<file path="src/etur_pkg.sv">
`default_nettype none
package etur_pkg;

  localparam int BIT_TIME_W = 20;
  localparam int CFG_IDX_W  = 2;
  localparam int BYTE_BITS  = 8;
  localparam int LATE_BITS  = 9;

  localparam logic [BIT_TIME_W-1:0] BIT_TIME_RESET = 20'd8333;

  localparam logic [CFG_IDX_W-1:0] CFG_BIT_TIME    = 2'd0;
  localparam logic [CFG_IDX_W-1:0] CFG_INVERT_LINE = 2'd1;
  localparam logic [CFG_IDX_W-1:0] CFG_RX_ENABLE   = 2'd2;

  localparam logic [1:0] CMD_EDGE  = 2'd0;
  localparam logic [1:0] CMD_POP   = 2'd1;
  localparam logic [1:0] CMD_FLUSH = 2'd2;
  localparam logic [1:0] CMD_CLEAR = 2'd3;

  typedef struct packed {
    logic [1:0]  cmd;
    logic [31:0] edge_time;
    logic        line_level;
  } in_item_t;

  typedef struct packed {
    logic [7:0] read_data;
    logic       read_valid;
    logic [7:0] head_data;
    logic [5:0] fifo_count;
    logic       overflow_flag;
    logic       byte_done;
  } out_item_t;

endpackage
`default_nettype wire

</file>
<file path="src/edge_timed_uart_receiver_fifo.sv">
// Edge-timed 8N1 UART receiver with a byte FIFO.
// Input channel (in_valid/in_stall/in_item): one command per item. An edge
// event carries the cycle count of a line edge and the line level after it;
// pop, flush and clear-overflow commands act on the FIFO and the sticky flag.
// Output channel (out_valid/out_stall/out_item): exactly one result per item,
// in order, with the popped byte, the FIFO head and count, the overflow flag
// and a byte-done mark.
// Config port: cfg_we writes cfg_wdata into register cfg_idx (0 bit_time,
// 1 invert_line, 2 rx_enable); write only while no item is in flight.
// Sequencing: an edge event with the receiver enabled first waits in S_DIV
// for the two bit-serial dividers that turn elapsed time into bit counts;
// every item then passes S_APPLY, S_RD and S_FIN before its result is loaded.
// One item is worked on at a time, so the next item can be taken in the cycle
// after the result is loaded, and a finished result waits in S_FIN while the
// output side stalls an earlier result still held in the output register.
// in_stall is low only while the block is ready for a new item.
// Bytes are kept in a FIFO_DEPTH-entry RAM (FIFO_DEPTH-1 usable, one read
// port with registered data); pointers and decoder state reset to empty and
// idle, the RAM itself is not cleared.
`default_nettype none
module edge_timed_uart_receiver_fifo #(
  parameter int FIFO_DEPTH = 64,
  parameter int TIME_BITS  = 32
) (
  input  wire logic                              clk,
  input  wire logic                              rst_n,
  input  wire logic                              in_valid,
  output logic                                   in_stall,
  input  wire etur_pkg::in_item_t                in_item,
  output logic                                   out_valid,
  input  wire logic                              out_stall,
  output etur_pkg::out_item_t                    out_item,
  input  wire logic                              cfg_we,
  input  wire logic [etur_pkg::CFG_IDX_W-1:0]    cfg_idx,
  input  wire logic [etur_pkg::BIT_TIME_W-1:0]   cfg_wdata
);
  import etur_pkg::*;

  localparam int PTR_W = $clog2(FIFO_DEPTH);

  localparam logic [2:0] S_IDLE  = 3'd0;
  localparam logic [2:0] S_DIV   = 3'd1;
  localparam logic [2:0] S_APPLY = 3'd2;
  localparam logic [2:0] S_RD    = 3'd3;
  localparam logic [2:0] S_FIN   = 3'd4;

  localparam logic [1:0] PH_IDLE  = 2'd0;
  localparam logic [1:0] PH_START = 2'd1;
  localparam logic [1:0] PH_READ  = 2'd2;

  typedef struct packed {
    logic [7:0] sb;
    logic [3:0] bc;
    logic       full;
  } shift_res_t;

  // shift n copies of lvl in from the top, stop once 8 bits are held
  function automatic shift_res_t do_shift(input logic [7:0] sb, input logic [3:0] bc,
                                          input logic lvl, input logic [3:0] n);
    shift_res_t res;
    logic [3:0] room;
    logic [3:0] k;
    logic [4:0] idx;
    room = 4'(BYTE_BITS) - bc;
    k    = (n < room) ? n : room;
    for (int j = 0; j < BYTE_BITS; j++) begin
      idx       = 5'(j) + {1'b0, k};
      res.sb[j] = (idx >= 5'(BYTE_BITS)) ? lvl : sb[idx[2:0]];
    end
    res.bc   = bc + k;
    res.full = (k != 4'd0) && (res.bc == 4'(BYTE_BITS));
    return res;
  endfunction

  function automatic logic [3:0] cap8(input logic [TIME_BITS:0] v);
    return (v >= (TIME_BITS+1)'(BYTE_BITS)) ? 4'(BYTE_BITS) : v[3:0];
  endfunction

  // config
  logic [BIT_TIME_W-1:0] bit_time_r;
  logic                  invert_r;
  logic                  rx_en_r;

  // sequencer and item
  logic [2:0]           state_r, state_nxt;
  logic [1:0]           cmd_r;
  logic                 lvl_raw_r;
  logic [TIME_BITS-1:0] t_r;

  // decoder
  logic [1:0]           phase_r, phase_nxt;
  logic [TIME_BITS-1:0] byte_start_r, byte_start_nxt;
  logic [TIME_BITS-1:0] pulse_start_r, pulse_start_nxt;
  logic [7:0]           shift_r, shift_nxt;
  logic [3:0]           bc_r, bc_nxt;

  // fifo
  logic [7:0]       mem [FIFO_DEPTH];
  logic [7:0]       mem_q;
  logic [PTR_W-1:0] wptr_r, wptr_nxt;
  logic [PTR_W-1:0] rptr_r, rptr_nxt;
  logic             ovf_r, ovf_nxt;
  logic             wr_en;
  logic [7:0]       wr_data;
  logic [PTR_W-1:0] wptr_inc, rptr_inc;
  logic             nonempty;

  // per-item results
  logic       rd_valid_r, rd_valid_nxt;
  logic [7:0] rd_byte_r, rd_byte_nxt;
  logic       done_r, done_nxt;

  // output register
  logic      out_valid_r;
  out_item_t out_r;
  logic      out_load;

  // dividers
  logic                 accept;
  logic                 div_start;
  logic [TIME_BITS-1:0] t_in;
  logic                 pulse_done, whole_done;
  logic [TIME_BITS:0]   pulse_q, whole_q, pulse_m1;

  logic       level, lvl_prev;
  shift_res_t sr;
  logic       push_req;
  logic [7:0] push_byte;
  logic [PTR_W:0] count_full;

  assign accept    = in_valid && (state_r == S_IDLE);
  assign in_stall  = (state_r != S_IDLE);
  assign t_in      = TIME_BITS'(in_item.edge_time);
  assign div_start = accept && (in_item.cmd == CMD_EDGE) && rx_en_r;

  etur_div #(.DIVIDEND_W(TIME_BITS)) u_div_pulse (
    .clk       (clk),
    .rst_n     (rst_n),
    .start     (div_start),
    .dividend  (t_in - pulse_start_r),
    .divisor   (bit_time_r),
    .done      (pulse_done),
    .quo_round (pulse_q)
  );

  etur_div #(.DIVIDEND_W(TIME_BITS)) u_div_whole (
    .clk       (clk),
    .rst_n     (rst_n),
    .start     (div_start),
    .dividend  (t_in - byte_start_r),
    .divisor   (bit_time_r),
    .done      (whole_done),
    .quo_round (whole_q)
  );

  assign wptr_inc = (wptr_r == PTR_W'(FIFO_DEPTH - 1)) ? '0 : wptr_r + 1'b1;
  assign rptr_inc = (rptr_r == PTR_W'(FIFO_DEPTH - 1)) ? '0 : rptr_r + 1'b1;
  assign nonempty = (wptr_r != rptr_r);

  // decode and fifo update for the item; committed in S_APPLY
  always_comb begin
    level           = lvl_raw_r ^ invert_r;
    lvl_prev        = ~level;
    pulse_m1        = (pulse_q == '0) ? '0 : pulse_q - 1'b1;
    sr              = '0;
    push_req        = 1'b0;
    push_byte       = shift_r;
    phase_nxt       = phase_r;
    byte_start_nxt  = byte_start_r;
    pulse_start_nxt = pulse_start_r;
    shift_nxt       = shift_r;
    bc_nxt          = bc_r;
    wptr_nxt        = wptr_r;
    rptr_nxt        = rptr_r;
    ovf_nxt         = ovf_r;
    rd_valid_nxt    = 1'b0;
    rd_byte_nxt     = 8'd0;
    done_nxt        = 1'b0;
    wr_en           = 1'b0;
    wr_data         = shift_r;

    case (cmd_r)
      CMD_EDGE: begin
        if (rx_en_r) begin
          case (phase_r)
            PH_START: begin
              // first pulse includes the start bit
              sr        = do_shift(shift_r, bc_r, lvl_prev, cap8(pulse_m1));
              shift_nxt = sr.sb;
              bc_nxt    = sr.bc;
              if (sr.full) begin
                push_req  = 1'b1;
                push_byte = sr.sb;
                phase_nxt = PH_IDLE;
                done_nxt  = 1'b1;
              end else begin
                pulse_start_nxt = t_r;
                phase_nxt       = PH_READ;
              end
            end
            PH_READ: begin
              pulse_start_nxt = t_r;
              if (whole_q > (TIME_BITS+1)'(LATE_BITS)) begin
                // late edge: pad with stop-level ones, this edge opens a new byte
                sr             = do_shift(shift_r, bc_r, 1'b1, 4'(BYTE_BITS));
                push_req       = 1'b1;
                push_byte      = sr.sb;
                byte_start_nxt = t_r;
                shift_nxt      = 8'd0;
                bc_nxt         = 4'd0;
                phase_nxt      = PH_START;
                done_nxt       = 1'b1;
              end else begin
                sr        = do_shift(shift_r, bc_r, lvl_prev, cap8(pulse_q));
                shift_nxt = sr.sb;
                bc_nxt    = sr.bc;
                if (sr.full) begin
                  push_req  = 1'b1;
                  push_byte = sr.sb;
                  phase_nxt = PH_IDLE;
                  done_nxt  = 1'b1;
                end
              end
            end
            default: begin
              if (!level) begin
                byte_start_nxt  = t_r;
                pulse_start_nxt = t_r;
                shift_nxt       = 8'd0;
                bc_nxt          = 4'd0;
                phase_nxt       = PH_START;
              end
            end
          endcase
        end
      end
      CMD_POP: begin
        if (nonempty) begin
          rd_valid_nxt = 1'b1;
          rd_byte_nxt  = mem_q;
          rptr_nxt     = rptr_inc;
        end
      end
      CMD_FLUSH: begin
        wptr_nxt = '0;
        rptr_nxt = '0;
      end
      default: begin
        ovf_nxt = 1'b0;
      end
    endcase

    if (push_req) begin
      if (wptr_inc != rptr_r) begin
        wr_en    = (state_r == S_APPLY);
        wr_data  = push_byte;
        wptr_nxt = wptr_inc;
      end else begin
        ovf_nxt = 1'b1;
      end
    end
  end

  // head entry is read back in S_RD, after any write in S_APPLY, and mem_q then
  // holds it until the next step, where a pop takes it
  always_ff @(posedge clk) begin
    if (wr_en) begin
      mem[wptr_r] <= wr_data;
    end
    if (state_r == S_RD) begin
      mem_q <= mem[rptr_r];
    end
  end

  assign out_load = (state_r == S_FIN) && (!out_valid_r || !out_stall);

  always_comb begin
    state_nxt = state_r;
    case (state_r)
      S_IDLE: begin
        if (accept) begin
          state_nxt = div_start ? S_DIV : S_APPLY;
        end
      end
      S_DIV: begin
        if (pulse_done && whole_done) begin
          state_nxt = S_APPLY;
        end
      end
      S_APPLY: state_nxt = S_RD;
      S_RD:    state_nxt = S_FIN;
      S_FIN: begin
        if (out_load) begin
          state_nxt = S_IDLE;
        end
      end
      default: state_nxt = S_IDLE;
    endcase
  end

  always_ff @(posedge clk) begin
    if (!rst_n) begin
      state_r       <= S_IDLE;
      bit_time_r    <= BIT_TIME_RESET;
      invert_r      <= 1'b0;
      rx_en_r       <= 1'b1;
      phase_r       <= PH_IDLE;
      byte_start_r  <= '0;
      pulse_start_r <= '0;
      shift_r       <= 8'd0;
      bc_r          <= 4'd0;
      wptr_r        <= '0;
      rptr_r        <= '0;
      ovf_r         <= 1'b0;
      out_valid_r   <= 1'b0;
    end else begin
      state_r <= state_nxt;
      if (cfg_we) begin
        case (cfg_idx)
          CFG_BIT_TIME:    bit_time_r <= cfg_wdata;
          CFG_INVERT_LINE: invert_r   <= cfg_wdata[0];
          CFG_RX_ENABLE:   rx_en_r    <= cfg_wdata[0];
          default: ;
        endcase
      end
      if (state_r == S_APPLY) begin
        phase_r       <= phase_nxt;
        byte_start_r  <= byte_start_nxt;
        pulse_start_r <= pulse_start_nxt;
        shift_r       <= shift_nxt;
        bc_r          <= bc_nxt;
        wptr_r        <= wptr_nxt;
        rptr_r        <= rptr_nxt;
        ovf_r         <= ovf_nxt;
      end
      if (out_load) begin
        out_valid_r <= 1'b1;
      end else if (!out_stall) begin
        out_valid_r <= 1'b0;
      end
    end
  end

  always_ff @(posedge clk) begin
    if (accept) begin
      cmd_r     <= in_item.cmd;
      lvl_raw_r <= in_item.line_level;
      t_r       <= t_in;
    end
    if (state_r == S_APPLY) begin
      rd_valid_r <= rd_valid_nxt;
      rd_byte_r  <= rd_byte_nxt;
      done_r     <= done_nxt;
    end
  end

  assign count_full = (wptr_r >= rptr_r) ? {1'b0, wptr_r} - {1'b0, rptr_r}
                    : {1'b0, wptr_r} + (PTR_W+1)'(FIFO_DEPTH) - {1'b0, rptr_r};

  always_ff @(posedge clk) begin
    if (out_load) begin
      out_r.read_data     <= rd_byte_r;
      out_r.read_valid    <= rd_valid_r;
      out_r.head_data     <= nonempty ? mem_q : 8'd0;
      out_r.fifo_count    <= 6'(count_full);
      out_r.overflow_flag <= ovf_r;
      out_r.byte_done     <= done_r;
    end
  end

  assign out_valid = out_valid_r;
  assign out_item  = out_r;

endmodule
`default_nettype wire

</file>
<file path="src/etur_div.sv">
`default_nettype none
// Restoring divider, one quotient bit per cycle, result rounded half up.
module etur_div #(
  parameter int DIVIDEND_W = 32
) (
  input  wire logic                                clk,
  input  wire logic                                rst_n,
  input  wire logic                                start,
  input  wire logic [DIVIDEND_W-1:0]               dividend,
  input  wire logic [etur_pkg::BIT_TIME_W-1:0]     divisor,
  output logic                                     done,
  output logic [DIVIDEND_W:0]                      quo_round
);
  import etur_pkg::*;

  localparam int CNT_W = $clog2(DIVIDEND_W + 1);

  logic                  busy_r;
  logic                  done_r;
  logic [CNT_W-1:0]      cnt_r;
  logic [BIT_TIME_W-1:0] rem_r;
  logic [BIT_TIME_W-1:0] dvs_r;
  logic [DIVIDEND_W-1:0] quo_r;
  logic [DIVIDEND_W:0]   qr_r;

  logic [BIT_TIME_W:0]   sh;
  logic                  ge;
  logic [BIT_TIME_W-1:0] rem_nxt;
  logic                  round_up;

  always_comb begin
    sh       = {rem_r, quo_r[DIVIDEND_W-1]};
    ge       = (sh >= {1'b0, dvs_r});
    rem_nxt  = ge ? BIT_TIME_W'(sh - {1'b0, dvs_r}) : sh[BIT_TIME_W-1:0];
    // remainder at least half the divisor rounds up
    round_up = ({rem_r, 1'b0} >= {1'b0, dvs_r});
  end

  always_ff @(posedge clk) begin
    if (!rst_n) begin
      busy_r <= 1'b0;
      done_r <= 1'b0;
      cnt_r  <= '0;
    end else begin
      done_r <= 1'b0;
      if (start) begin
        busy_r <= 1'b1;
        cnt_r  <= CNT_W'(DIVIDEND_W);
      end else if (busy_r) begin
        if (cnt_r != '0) begin
          cnt_r <= cnt_r - 1'b1;
        end else begin
          busy_r <= 1'b0;
          done_r <= 1'b1;
        end
      end
    end
  end

  always_ff @(posedge clk) begin
    if (start) begin
      rem_r <= '0;
      quo_r <= dividend;
      dvs_r <= (divisor == '0) ? BIT_TIME_W'(1) : divisor;
    end else if (busy_r) begin
      if (cnt_r != '0) begin
        rem_r <= rem_nxt;
        quo_r <= {quo_r[DIVIDEND_W-2:0], ge};
      end else begin
        qr_r <= {1'b0, quo_r} + (DIVIDEND_W+1)'(round_up);
      end
    end
  end

  assign done      = done_r;
  assign quo_round = qr_r;

endmodule
`default_nettype wire

</file>
<file path="config.mk">
export PLATFORM = sky130hd
export DESIGN_NAME = edge_timed_uart_receiver_fifo
export DESIGN_NICKNAME = d
export VERILOG_FILES = /design/src/etur_pkg.sv /design/src/edge_timed_uart_receiver_fifo.sv /design/src/etur_div.sv
export SDC_FILE = /design/constraint.sdc
export NUM_CORES = 2
export LEC_CHECK = 0
export BUFFER_PORTS_ARGS = -buffer_cell sky130_fd_sc_hd__buf_2
export CAP_MARGIN = 20
export CORE_UTILIZATION = 41
export CTS_CLUSTER_SIZE = 25
export DETAILED_ROUTE_END_ITERATION = 8
export PLACE_DENSITY_LB_ADDON = 0.05
export SLEW_MARGIN = 0
export SYNTH_ARGS = -nofsm -noshare
export SYNTH_HDL_FRONTEND = slang
export SYNTH_SLANG_ARGS = --single-unit
</file>
<file path="constraint.sdc">
create_clock -name clk -period 12.7 [get_ports clk]
set_input_delay 2.54 -clock clk [delete_from_list [all_inputs] [get_ports clk]]
set_output_delay 2.54 -clock clk [all_outputs]
set_load 0.05 [all_outputs]
</file>
==> results.cfg <==
[sta]
fin_ws_ns = 4.02
clock.fmax_ghz = 0.115
min_period_ns = 8.68
slew_headroom = 0.209
skew_ns = 0.0345
rsz0062_at_grt = false
finalCritPeriodShare = 0.684
worst_pin_slew_ns = 1.17
fin_hold_ws_ns = 0.412
hold_viol = 0
final-max-slew-violation-count = 0
setup_viol = 0
setup_tns_ns = 0

[layout]
multi_input_area_sq_um = 17400
num-fill-cells = 9514
drive_above_1_share = 0.145
layout_common_cells = edfxtp_1 (739), nor2_1 (314), nand2_1 (312)
fin_nets = 3818
area_growth_pct = 12.4
final-seq-area_sq_um = 25700
mostFrequentLayoutCell = edfxtp_1

[synthesis]
syn-num-nets = 3748
syn-instance-count = 3518
yosysSeqAreaShare = 0.580
ys_async_sr_fraction = 0
ys.flop_type = edfxtp_1
synth-edff-count = 739
yosysTopAreaCell = edfxtp_1
synth_area_sq_um = 44200
yosysWarnings = 0
post-synth-top-area-fraction = 0.502
synthTopCellsByArea = edfxtp_1 (50%), mux4_2 (9.0%), dfxtp_1 (7.8%)
ys_seq_elements = 912
avgSynthCellArea_sq_um = 12.6
ys_types = 90

[critical_path]
setup.worst_path.start_class = register
cp_slowest_cell = buf_4
cp-end-kind = register
worstPathRequired_ns = 13.09
critPathMaxFanout = 56
path_class = reg -> reg
worst_ep_arrival_time_ns = 9.07
cpPeakStageDelay_ns = 0.78

[routing]
antenna_left = 0
drc = 0
first_pass_iters = 6
num_vias = 28700
drt_iter0_drc = 2141
vias_per_cell = 5.65
drt-total-wl_microns = 123000
wire_per_inst_microns = 24.2

[global_route]
grt_pass1_wl_microns = 185000
grt_pass1_vias = 28800
grt_max_degree = 78
grt_use_met3 = 0.0330
grt_busiest_layer = met2
grtUsageMet1 = 0.312
grt-ovfl-total = 0
antenna_found_initial = 8
use_met2 = 0.373
track_usage = 0.227

[die]
die_height_microns = 330
coreArea_sq_um = 107000
initial_core_util = 0.413
io_pins = 89
num_rows = 120
die_area_sq_um = 109000
die_w_microns = 330

[placement]
port_buffers = 88
preCtsSetupSlack_ns = 4.12
dp_hpwl_microns = 84100
gp_congestion = 0.887

[pwr]
p_leak_nw = 17.1
power_mw = 6.80
powerDensity_nw_per_um2 = 137
ir_worst_vdd_mv = 0.115

[cts]
root_buffer = clkbuf_16
cts_buffers = 101
insertion_delay_ns = 0.71
clkSlewWorstSetupHoldPaths_ns = 0.06
clock-sinks = 912
cts-resized-gates = 0
clockBufferDepth = 3
cts_tree = built
cts_hold_buf = 0
htreeDepth = 3
post-cts-setup-buffers = 0

[outcome]
outcome = finished, final reports clean

[job]
drv_cap = 0

[worst_hold_path]
hp-class = reg -> reg
[report_power, final]
part           switching (mW)  internal, mW  total [mW]
Sequential             0.0421          3.26        3.30
Combinational           0.305         0.195       0.500
Clock                    1.24          1.76        3.00
Total                    1.59          5.21        6.80
[metrics by stage]
| step | util | instances | area (sq um) |
|---|---|---|---|
| after floorplan | - | 3518 | 44200 |
| after global placement | 0.431 | 4884 | 46200 |
| after detailed placement | 0.432 | 4885 | 46200 |
| after CTS | 0.463 | 5077 | 49600 |
| after global routing | 0.464 | 5083 | 49700 |
| final | 0.464 | 5085 | 49700 |
[path summary, 6_finish.rpt]
kind,start,to,slack (ns),cells past startpoint
max,u_div_pulse.quo_round[0],mem[33][3],4.02,30
min,rd_byte_r[7],out_item[24],0.41,0
max reg2reg,u_div_pulse.quo_round[0],mem[33][3],4.02,30
min reg2reg,rd_byte_r[7],out_item[24],0.41,0
[synthesized netlist by cell type (7+ instances only)]
cell type / count
nor2_1: 314
o31ai_1: 19
mux4_2: 176
xor2_1: 58
nand2_1: 312
edfxtp_1: 739
or2_2: 10
or3_1: 17
o21bai_1: 9
o211ai_1: 16
fa_1: 7
and2_1: 25
ha_1: 161
a211oi_1: 37
clkbuf_1: 145
and3_1: 33
nand2b_1: 38
buf_1: 18
a21oi_1: 217
nor3_1: 55
o21a_1: 13
o21ai_0: 168
inv_1: 154
nor2b_1: 36
a21o_1: 53
dfxtp_1: 173
a31oi_1: 20
nor4_1: 26
mux2_2: 12
nand4_1: 37
xnor2_1: 119
a22oi_1: 13
mux2i_1: 51
nand3_1: 79
[layer usage]
layer  vias to the layer above  wire length, microns
li1                      13300                     -
met1                     14500                 55300
met2                       741                 58900
met3                       160                  5720
met4                         0                  3110
met5                         -                     0
[critical path, delay by kind of cell (launching register included)]
kind	cells	cell delay, ns
flip-flops	1	0.59
AO/OA/AOI/OAI	10	2.25
adder cells (fa/ha/maj)	3	0.86
buffers and inverters	3	1.27
XOR/XNOR	1	0.11
AND/OR/NAND/NOR	13	3.20
[final cells by class]
class / count / share of cell area
sequential: 912 / 0.516
multi-input combinational: 2277 / 0.350
clock buffer: 138 / 0.0555
tap: 1403 / 0.0353
timing repair buffer: 136 / 0.0169
clock inverter: 54 / 0.0133
inverter: 160 / 0.0121
antenna: 5 / 0.000252
[logic make-up after synthesis]
family                     Yosys count  share of synthesized area
and+or+nand+nor                   1030                      0.110
DFF                                912                      0.580
AOI/OAI and AO/OA                  663                     0.0931
buffers and inverters              329                     0.0282
muxes                              239                      0.104
xor gates and xnor gates           177                     0.0351
adders and majority gates          168                     0.0487
[flip-flops by register name, indices dropped and copies added (netlist names), 4 cells and up]
register	cells
u_div_pulse.quo_round	33
out_item	25
t_r	32
bit_time_r	20
u_div_whole.quo_round	32
pulse_start_r	32
byte_start_r	32
u_div_pulse.rem_r	20
u_div_whole.cnt_r	6
u_div_whole.quo_r	32
rptr_r	6
u_div_whole.dvs_r	20
u_div_whole.rem_r	20
shift_r	8
mem_q	8
wptr_r	6
u_div_pulse.quo_r	32
mem	512
u_div_pulse.cnt_r	6
rd_byte_r	8
bc_r	4
Note: power is estimated with default switching activity, not from simulation.
